### src/rtl/core/ltu_ram.sv
// generic single write port ram with one registered read port
module ltu_ram #(
	parameter int WIDTH = 8,
	parameter int DEPTH = 256
) (
	input  logic                     clk,
	input  logic                     we,
	input  logic [$clog2(DEPTH)-1:0] waddr,
	input  logic [WIDTH-1:0]         wdata,
	input  logic [$clog2(DEPTH)-1:0] raddr,
	output logic [WIDTH-1:0]         rdata
);

	logic [WIDTH-1:0] mem [DEPTH];
	logic [WIDTH-1:0] rdata_q;

	always_ff @(posedge clk) begin
		if (we) begin
			mem[waddr] <= wdata;
		end
		rdata_q <= mem[raddr];
	end

	assign rdata = rdata_q;

endmodule

### config.mk
export PLATFORM = sky130hd
export DESIGN_NAME = ltu_ram
export DESIGN_NICKNAME = d
export VERILOG_FILES = /design/src/rtl/core/ltu_ram.sv
export SDC_FILE = /design/constraint.sdc
export NUM_CORES = 2
export LEC_CHECK = 0
export ABC_CLOCK_PERIOD_IN_PS = 6300
export BUFFER_PORTS_ARGS = -buffer_cell sky130_fd_sc_hd__buf_2
export CORE_MARGIN = 10
export CORE_UTILIZATION = 30
export DETAILED_ROUTE_END_ITERATION = 8
export GPL_TIMING_DRIVEN = 1
export MAX_ROUTING_LAYER = met4
export SYNTH_ARGS = -nofsm -noshare
export SYNTH_HDL_FRONTEND = slang
export SYNTH_SLANG_ARGS = --single-unit
### constraint.sdc
create_clock -name clk -period 6.3 [get_ports clk]
set_input_delay 0.63 -clock clk [delete_from_list [all_inputs] [get_ports clk]]
set_output_delay 0.63 -clock clk [all_outputs]
set_load 0.1 [all_outputs]
* After elaboration in Yosys (flattened, before gate mapping)
Memory sizes are Yosys's and may differ from the RTL's. A register that Yosys moved wholly into a read port is not among the register bits. Cells that the tools add are included. W data, S select, Z words.
Word-level totals: register bits after elaboration 0, RAM bits 2048, input bits 26, output and inout port bits 8, logic and storage cells 3, memories 1
Operators by class: multiplexer cells 2
Memories:
- mem | depth 256, width 8, read ports 1, clocked after Yosys merged registers in 1, wr ports 1, RTL line 14 | logic [WIDTH-1:0] mem [DEPTH];
Operators by type and width (count):
- $mux W1 | 2

* Depth between registers and ports, before layout
word-level depth 2, mapped depth 11, mapped depth without buffers 6

* Worst setup path before layout
Ideal clock, no wire load.
kind input to register, from in raddr[0], to reg rdata_q[2] (netlist: rdata[2]) (read register of mem), library setup time 131 ps, data arrival time 2437 ps, data required time 6169 ps, setup slack 3732 ps, stages 9, path buffers 4, path through buf_6 -> buf_12 -> buf_8 -> buf_2 -> mux4_2 -> a22oi_1 -> a21oi_1 -> nor4_1 -> nor4_2
RTL lines:
- start, declared | RTL line 10 | input logic [$clog2(DEPTH)-1:0] raddr,
- end, declared | RTL line 15 | logic [WIDTH-1:0] rdata_q;

==> impl_metrics.sql <==
INSERT INTO impl_metrics (metric_group, metric, value, unit) VALUES
('power', 'power.internal', '22.0', 'mW'),
('worst_hold_path', 'hp-class', 'in -> reg', ''),
('setup_path', 'cp_cell_sequence', 'buf_8, buf_12, buf_12, mux4_2, a22o_1, a221oi_1, o221ai_1, a211oi_1, nor4_1', ''),
('floorplanning', 'floorplan.die.height', '535', 'µm'),
('routing', 'drt_iter0_markers', '4883', ''),
('power', 'vdd_ir_drop_max', '0.000251', 'V'),
('routing', 'wl_per_cell', '27.2', 'µm'),
('outcome', 'violations_in_the_final_reports', 'max-capacitance violations', ''),
('power', 'comb_power_share', '0.050', ''),
('clock_tree', 'tritoncts', 'yes', ''),
('sta', 'finalSetupViolations', '0', ''),
('cells_and_area', 'layoutNonFillerInstCount', '7553', ''),
('global_routing', 'gr-usage-all-layers', '0.144', ''),
('place', 'buffer_ports.inserted', '33', ''),
('yosys', 'synthesis.instances', '3733', ''),
('cells_and_area', 'area_growth', '13.4', '%'),
('clock_tree', 'clk_root_buffer_cell', 'sky130_fd_sc_hd__clkbuf_16', ''),
('power', 'switching_share', '0.220', ''),
('sta', 'grt_setup_unrepaired', 'no', ''),
('clock_tree', 'deepest_level_of_the_cts_h_tree', '4', ''),
('sta', 'tns', '0', 'ns'),
('routing', 'antenna_violating_nets_remaining', '0', ''),
('routing', 'via_count', '38800', ''),
('cells_and_area', 'layout.filler_cells', '24400', ''),
('yosys', 'synth.net_count', '3759', ''),
('power', 'seq_power_share', '0.536', ''),
('cells_and_area', 'finish.instance_area', '90200', 'µm²'),
('power', 'net-switching-power', '6.20', 'mW'),
('yosys', 'synth_enable_flop_cells', '2048', ''),
('sta', 'hold_viol_final', '0', ''),
('setup_path', 'worst_path_most_repeated_cell', 'sky130_fd_sc_hd__buf_12', ''),
('setup_path', 'critical_path.max_stage_delay', '1.17', 'ns'),
('sta', 'max-slew-margin-rel', '0.0215', ''),
('yosys', 'synth-seq-cells', '2056', ''),
('yosys', 'yosys_warnings', '0', ''),
('cells_and_area', 'drive_gt1_frac', '0.222', ''),
('yosys', 'synthesis.area_per_instance', '21.3', 'µm²'),
('clock_tree', 'cts.reportedPaths.clkPinSlew', '0.06', 'ns'),
('global_routing', 'grt_first_pass_wirelength', '295', 'mm'),
('routing', 'viasPerCell', '5.13', ''),
('sta', 'finalCriticalPeriod', '3.99', 'ns'),
('outcome', 'outcome', 'finished with violations', ''),
('clock_tree', 'cts_sinks', '2056', ''),
('clock_tree', 'total_setup_buffers_inserted_after_cts', '0', ''),
('routing', 'drc_errors', '0', ''),
('clock_tree', 'clockBufferDepth', '3', ''),
('yosys', 'ys_types', '55', ''),
('power', 'power_density', '313', 'nW/µm²'),
('clock_tree', 'clock_latency', '0.85', 'ns'),
('floorplanning', 'core', '265000', 'µm²'),
('cells_and_area', 'ff_latch_area', '61700', 'µm²'),
('sta', 'final-max-slew-violation-count', '0', ''),
('setup_path', 'worstSetupPathType', 'in -> reg', ''),
('setup_path', 'critical-path-slowest-cell', 'sky130_fd_sc_hd__a211oi_1', ''),
('yosys', 'post_synth_instance_area', '79600', 'µm²'),
('global_routing', 'antenna_found_initial', '18', ''),
('sta', 'period_share', '0.634', ''),
('place', 'finalWeightedCongestion', '0.828', ''),
('clock_tree', 'cts_hold_buf', '0', ''),
('setup_path', 'critical_path_arrival', '4.66', 'ns'),
('floorplanning', 'die-width', '535', 'µm'),
('floorplanning', 'design.portCount', '34', ''),
('floorplanning', 'rows', '189', ''),
('flow_run', 'cap_violations', '1', ''),
('floorplanning', 'die_area', '286000', 'µm²'),
('clock_tree', 'cts-buffers-inserted', '205', ''),
('place', 'place_hpwl', '124', 'mm'),
('routing', 'finalWirelength', '205', 'mm'),
('yosys', 'asyncSetResetFlopFracSynth', '0', ''),
('power', 'static-leakage-power', '27.1', 'nW'),
('sta', 'tightestPinTransition', '1.46', 'ns');
## power groups by stage
stage / Combinational, mW / Clock [mW] / Sequential, mW
after floorplan: 0.733 / 0 / 15.5
after global placement: 1.41 / 0 / 15.4
after detailed placement: 1.43 / 0 / 15.4
after CTS: 1.43 / 11.8 / 15.1
after global routing: 1.49 / 12.4 / 15.1
final: 1.42 / 11.7 / 15.1
## flip-flops by register name, summed over array words and instances (netlist names)
| name | flops |
|---|---|
| rdata | 8 |
| mem | 2048 |
## cell type report
cell class | count | share of cell area
antenna | 7 | 0.000194
clock buffer | 273 | 0.0609
clock inverter | 109 | 0.0101
inverter | 2 | 0.0000832
multi-input combinational | 1442 | 0.183
sequential | 2056 | 0.684
tap | 3533 | 0.0490
timing repair buffer | 131 | 0.0132
## critical path, delay by kind of cell
kind	cells	cell delay (ns)
buffers and inverters	3	1.26
and+or+nand+nor	1	0.08
AOI/OAI and AO/OA	4	1.89
muxes	1	0.57
## per-stage QoR
step	util	power, mW	setup WS (ns)	hold WS (ns)
floorplan	-	16.2	3.73	0.729
global placement	0.317	16.8	1.38	1.08
finish	0.341	28.2	2.31	0.241
detailed placement	0.317	16.8	1.47	1.06
global route	0.341	29.0	2.26	0.229
CTS	0.341	28.4	2.35	0.222
## cell usage after synthesis (4+ instances only)
| library cell | instances | area share |
|---|---|---|
| sky130_fd_sc_hd__edfxtp_1 | 2048 | 0.77 |
| sky130_fd_sc_hd__mux4_2 | 454 | 0.13 |
| sky130_fd_sc_hd__nor2_1 | 282 | 0.013 |
| sky130_fd_sc_hd__mux2i_1 | 134 | 0.017 |
| sky130_fd_sc_hd__a22oi_1 | 133 | 0.013 |
| sky130_fd_sc_hd__clkbuf_1 | 111 | 0.0052 |
| sky130_fd_sc_hd__a21oi_1 | 96 | 0.0060 |
| sky130_fd_sc_hd__o221ai_1 | 46 | 0.0051 |
| sky130_fd_sc_hd__nand3_1 | 34 | 0.0021 |
| sky130_fd_sc_hd__nand2_1 | 33 | 0.0016 |
| sky130_fd_sc_hd__buf_2 | 31 | 0.0020 |
| sky130_fd_sc_hd__nor2b_1 | 31 | 0.0024 |
| sky130_fd_sc_hd__o22ai_1 | 28 | 0.0022 |
| sky130_fd_sc_hd__buf_4 | 27 | 0.0025 |
| sky130_fd_sc_hd__nor4_1 | 24 | 0.0019 |
| sky130_fd_sc_hd__buf_1 | 22 | 0.0010 |
| sky130_fd_sc_hd__nor3_1 | 22 | 0.0014 |
| sky130_fd_sc_hd__buf_6 | 21 | 0.0030 |
| sky130_fd_sc_hd__a211oi_1 | 16 | 0.0015 |
| sky130_fd_sc_hd__a221oi_1 | 13 | 0.0014 |
| sky130_fd_sc_hd__buf_8 | 13 | 0.0025 |
| sky130_fd_sc_hd__nand4_1 | 10 | 0.00079 |
| sky130_fd_sc_hd__o211ai_1 | 10 | 0.00094 |
| sky130_fd_sc_hd__o21ai_0 | 10 | 0.00063 |
| sky130_fd_sc_hd__a22o_1 | 8 | 0.00088 |
| sky130_fd_sc_hd__buf_12 | 8 | 0.0020 |
| sky130_fd_sc_hd__dfxtp_1 | 8 | 0.0020 |
| sky130_fd_sc_hd__nand2b_1 | 8 | 0.00063 |
| sky130_fd_sc_hd__and2_1 | 6 | 0.00047 |
| sky130_fd_sc_hd__o22a_1 | 5 | 0.00055 |
| sky130_fd_sc_hd__o32ai_1 | 4 | 0.00044 |
| sky130_fd_sc_hd__or2_2 | 4 | 0.00031 |
## routing by layer
| layer | up-vias | GRT usage | part of all wire |
|---|---|---|---|
| li1 | 15900 | - | - |
| met5 | - | - | 0 |
| met3 | 342 | 0.0265 | 0.073 |
| met2 | 1567 | 0.228 | 0.49 |
| met1 | 20900 | 0.191 | 0.41 |
| met4 | 0 | 0.0380 | 0.027 |
## final timing paths
path	depth (start not counted)	to	from	slack (ns)
max	9	rdata[5]$_DFF_P_	raddr[0]	2.31
min	1	mem[1][5]$_DFFE_PP_	wdata[5]	0.24
max reg2reg	6	rdata[2]$_DFF_P_	mem[101][2]$_DFFE_PP_	3.22
min reg2reg	6	rdata[3]$_DFF_P_	mem[40][3]$_DFFE_PP_	1.09
## cell usage in the layout, fill, tap and decap left out, drive strengths merged, types with 10 or more instances in the layout
| master | netlist | routed |
|---|---|---|
| o21ai | 12 | 12 |
| edfxtp | 2048 | 2048 |
| clkbuf | 111 | 273 |
| o211ai | 10 | 10 |
| nor4 | 27 | 27 |
| nand3 | 34 | 34 |
| o22ai | 28 | 28 |
| buf | 122 | 131 |
| nor2b | 31 | 31 |
| mux4 | 456 | 456 |
| a221oi | 14 | 14 |
| nor2 | 282 | 282 |
| mux2i | 134 | 134 |
| a21oi | 96 | 96 |
| nor3 | 22 | 22 |
| nand4 | 10 | 10 |
| a22oi | 133 | 133 |
| o221ai | 47 | 47 |
| clkinv | 1 | 92 |
| nand2 | 33 | 33 |
| a211oi | 16 | 16 |
## logic make-up (layout without fill, tap and decap cells)
kind of cell           after synthesis  count (layout)  synth area share
muxes                              591             591             0.146
other                                0               7                 0
AOI/OAI and AO/OA                  385             385            0.0342
DFF                               2056            2056             0.775
buffers and inverters              235             515            0.0183
and+or+nand+nor                    466             466            0.0263
No activity file was read; power rests on OpenSTA's default activity.
